**src/design/rkt_pkg.sv**
```systemverilog
// rkt_pkg: shared constants, codes and types of the ranked key table
`default_nettype none

package rkt_pkg;

    localparam int CAPACITY = 128;
    localparam int CAP_W    = $clog2(CAPACITY);
    localparam int CNT_W    = $clog2(CAPACITY + 1);
    localparam int ID_W     = 7;
    localparam int KEY_W    = 32;
    localparam int RANK_W   = 7;
    localparam int CMD_W    = 2;
    localparam int STAT_W   = 3;

    localparam logic [CMD_W-1:0] CMD_INSERT = 2'd0;
    localparam logic [CMD_W-1:0] CMD_UPDATE = 2'd1;

    localparam logic [STAT_W-1:0] STAT_OK      = 3'd0;
    localparam logic [STAT_W-1:0] STAT_FULL    = 3'd1;
    localparam logic [STAT_W-1:0] STAT_ABSENT  = 3'd2;
    localparam logic [STAT_W-1:0] STAT_PRESENT = 3'd3;
    localparam logic [STAT_W-1:0] STAT_EMPTY   = 3'd4;

    typedef enum logic [1:0] {
        CELL_HOLD,
        CELL_INS,
        CELL_DEL
    } cell_op_t;

    typedef enum logic [1:0] {
        S_IDLE,
        S_DECIDE,
        S_RECMP
    } state_t;

    typedef struct packed {
        logic [ID_W-1:0]         id;
        logic signed [KEY_W-1:0] key;
    } cell_data_t;

    typedef struct packed {
        cell_op_t                op;
        logic                    cmp_en;
        logic [ID_W-1:0]         id;
        logic signed [KEY_W-1:0] key;
    } cell_ctrl_t;

endpackage

`default_nettype wire

```
**src/design/rkt_cell.sv**
```systemverilog
// rkt_cell: one slot of the sorted chain, with its id/key compare and shift mux
`default_nettype none

module rkt_cell
    import rkt_pkg::*;
(
    input  wire logic       clk,
    input  wire cell_ctrl_t ctrl,
    input  wire logic       occ,
    input  wire logic       prev_stay,
    input  wire logic       del_here,
    input  wire cell_data_t prev_data,
    input  wire cell_data_t next_data,
    output cell_data_t      data,
    output logic            stay,
    output logic            match
);

    cell_data_t data_reg;
    cell_data_t data_next;
    logic       stay_reg;
    logic       stay_next;
    logic       match_reg;
    logic       match_next;

    always_comb
    begin
        data_next = data_reg;
        case (ctrl.op)
            CELL_INS:
            begin
                if (!stay_reg)
                begin
                    if (prev_stay)
                    begin
                        data_next.id  = ctrl.id;
                        data_next.key = ctrl.key;
                    end
                    else
                    begin
                        data_next = prev_data;
                    end
                end
            end
            CELL_DEL:
            begin
                if (del_here)
                begin
                    data_next = next_data;
                end
            end
            default:
            begin
                data_next = data_reg;
            end
        endcase
    end

    // stay: this entry keeps its place ahead of the new key
    always_comb
    begin
        stay_next  = stay_reg;
        match_next = match_reg;
        if (ctrl.cmp_en)
        begin
            stay_next  = occ && ($signed(data_reg.key) >= $signed(ctrl.key));
            match_next = occ && (data_reg.id == ctrl.id);
        end
    end

    always_ff @(posedge clk)
    begin
        data_reg  <= data_next;
        stay_reg  <= stay_next;
        match_reg <= match_next;
    end

    assign data  = data_reg;
    assign stay  = stay_reg;
    assign match = match_reg;

endmodule

`default_nettype wire

```
**config.mk**
```make
export PLATFORM = sky130hd
export DESIGN_NAME = rkt_cell
export DESIGN_NICKNAME = d
export VERILOG_FILES = /design/src/design/rkt_pkg.sv /design/src/design/rkt_cell.sv
export SDC_FILE = /design/constraint.sdc
export NUM_CORES = 1
export LEC_CHECK = 0
export BUFFER_PORTS_ARGS = -buffer_cell sky130_fd_sc_hd__buf_2
export CORE_UTILIZATION = 45
export DETAILED_ROUTE_END_ITERATION = 6
export PLACE_DENSITY = 0.83
export SYNTH_ARGS = -nofsm -noshare
export SYNTH_HDL_FRONTEND = slang
export SYNTH_SLANG_ARGS = --single-unit
```
**constraint.sdc**
```tcl
create_clock -name clk -period 7.05 [get_ports clk]
set_clock_uncertainty 0.2 [all_clocks]
set_input_delay 0.705 -clock clk [delete_from_list [all_inputs] [get_ports clk]]
set_output_delay 0.705 -clock clk [all_outputs]
set_load 0.03 [all_outputs]
```
==> flow_metrics.py <==
metrics = {
    "sta": {
        "finalSetupViolCount": 0,
        "rsz0062_at_grt": "false",
        "worstMarginPinSlew_ns": 1.20,
        "layout_min_cycle_time_ns": 2.90,
        "hold_viol": 0,
        "period_share_pct": 41.1,
        "finalWorstSetupSlack_ns": 4.15,
        "holdWs_ns": 0.447,
        "slew_headroom_pct": 19.8,
        "tns_ns": 0,
        "fmax_ghz": 0.345,
        "drv_slew": 0,
    },
    "placed_design": {
        "io_buffers": 164,
        "hpwl_mm": 5.76,
        "gp_congestion": 0.839,
        "dpl.cell_count": 525,
        "place_ws_ns": 3.84,
    },
    "layout": {
        "finish.utilization_pct": 61.9,
        "antennaDiodeCount": 0,
        "syn_to_final_growth_pct": 33.0,
        "final_cells": 533,
        "final_cell_mix": "buf_2, nand2_1, o21ai_0, edfxtp_1, mux2i_1",
        "seq_area_um2": 1230,
        "nNetsFinal": 611,
        "multi_input_area_um2": 1550,
        "largest_reg_flops": 39,
        "mostFrequentLayoutCell": "buf_2",
        "drive_gt1_share_pct": 38.8,
        "fill_cells": 559,
    },
    "global_route": {
        "grt_pass1_vias": 2681,
        "grt_max_degree": 42,
        "grt.overflow.total": 0,
        "grt_use_total_pct": 21.5,
        "antenna_found_initial": 0,
        "grt_pass1_wl_mm": 11.8,
    },
    "drt": {
        "drt_pass1_iterations": 7,
        "met2_length_mm": 3.94,
        "highest-signal-layer": "met4",
        "ant_nets": 0,
        "wl_per_cell_um": 13.6,
        "viasPerCell": 5.06,
        "route.met3.wl_um": 450,
        "wl_mm": 7.24,
        "drc": 0,
        "drt_iter0_markers": 75,
        "route.vias.total": 2698,
        "routedLengthMet1_mm": 2.76,
    },
    "yosys": {
        "synth.cell_area_um2": 2940,
        "synthCells": 296,
        "synth-seq-cells": 41,
        "synth_flop_cell": "edfxtp_1",
        "yosysSeqAreaShare_pct": 41.9,
        "synth_edf_count": 41,
        "synth_cell_types": 28,
        "yosysWarnings": 0,
        "syn-num-nets": 452,
        "syn_area_per_cell_um2": 9.93,
        "async_reset_ff_share_pct": 0,
    },
    "worst_setup_path": {
        "slowest_stage": "nor2b_4",
        "rr_worst_depth": 7,
        "crit_path_start_kind": "input port",
        "cpPeakStageDelay_ns": 0.60,
        "cp_max_fo": 41,
        "worstPathRequired_ns": 6.77,
        "end_kind": "flip-flop",
        "path_cells": "buf_2 > nor2b_4 > buf_4 > nand2_1 > o21ai_4 > buf_4",
        "reg2reg_from": "data[1]",
        "cp.arrival_ns": 2.62,
        "startpoint": "ctrl[41]",
        "reg2reg_slack_ns": 4.76,
        "crit_type": "input port to flip-flop",
        "crit_path_frequent_cell": "buf_4",
        "worstReg2RegEnd": "stay",
        "cp-endpoint": "data[10]",
    },
    "status": {
        "status": "completed",
    },
    "floorplanning": {
        "fp.dieH_um": 82.8,
        "die_area_um2": 6860,
        "num_rows": 29,
        "io_pins": 165,
        "core_area_um2": 6310,
        "die_w_um": 82.8,
        "start_util_pct": 46.6,
    },
    "clock_network": {
        "root_buffer": "clkbuf_8",
        "ctsHoldBuffers": 0,
        "cts_tree": "yes",
        "cts_buffers": 5,
        "clk_transition_reported_paths_ns": 0.07,
        "ctsResizeCount": 0,
        "htree_levels": 2,
        "clock_latency_ns": 0.29,
        "cts.sinks": 41,
        "postCtsSetupBuffers": 0,
        "clock_path_buffers": 2,
    },
    "power": {
        "ir_worst_vdd_mv": 0.0876,
        "p_leak_uw": 0.00199,
        "powerDensity_nw_per_um2": 164,
    },
    "min_path": {
        "hold_class": "input port to flip-flop",
    },
    "flow_run": {
        "maxCapViolCount": 0,
    },
}
## synth_stat cells (2+ instances only)
library cell | count | area share, %
nor3_2 | 2 | 0.68
mux2i_1 | 39 | 13
ha_1 | 32 | 14
nor2_1 | 2 | 0.26
nand4_1 | 8 | 1.7
nand2_1 | 43 | 5.5
xnor2_1 | 7 | 2.1
a21oi_1 | 11 | 1.9
buf_2 | 4 | 0.68
edfxtp_1 | 41 | 42
nand3_1 | 5 | 0.85
inv_1 | 32 | 4.1
a21o_1 | 6 | 1.5
clkbuf_1 | 9 | 1.1
o21ai_0 | 42 | 7.1
## cells by family after synthesis
logic type	after synthesis	share of synthesized area (%)
AOI/OAI and AO/OA	66	12.6
adders and majority gates	32	13.6
xor gates and xnor gates	8	2.38
buffers and inverters	46	6.17
muxes	39	13.3
DFF	41	41.9
and+or+nand+nor	64	10.1
## layer usage
layer,vias up,track usage (%)
met5,-,0
met4,0,6.90
met3,8,5.67
met2,108,40.6
met1,1209,23.1
li1,1373,-
## worst min-delay path by stage
stage | startpoint | end | slack [ns] | depth (start not counted)
floorplan | ctrl[39] | match | 0.62 | 0
detailed placement | data[34] | match | 0.50 | 3
CTS | ctrl[39] | match | 0.44 | 1
global placement | data[34] | match | 0.50 | 3
finish | ctrl[39] | match | 0.45 | 1
global route | ctrl[39] | match | 0.43 | 1
## per-stage QoR
stage / power, uW / instance area [um2]
6_report: 642 / 3910
5_1_grt: 680 / 3910
4_1_cts: 650 / 3910
3_5_place_dp: 502 / 3830
3_3_place_gp: 494 / 3830
2_1_floorplan: 427 / 2940
## layout make-up
type | count | area share (%)
repair buffers | 166 | 21.4
flip-flops and latches | 41 | 31.5
well taps | 77 | 2.46
inverters | 32 | 3.07
clock buffers | 8 | 2.05
multi-input cells | 209 | 39.6
## worst max-delay path, delay by kind of cell
kind	cells	cell delay (ns)
compound gates	1	0.08
buf+inv	3	1.04
simple gates	2	0.76
## where the power goes
part	internal (uW)	total, uW	switching (uW)
combinational	80.6	193	112
sequential	293	303	9.09
clock	70.4	147	76.8
total	444	642	198
(Power assumes the default switching activity.)
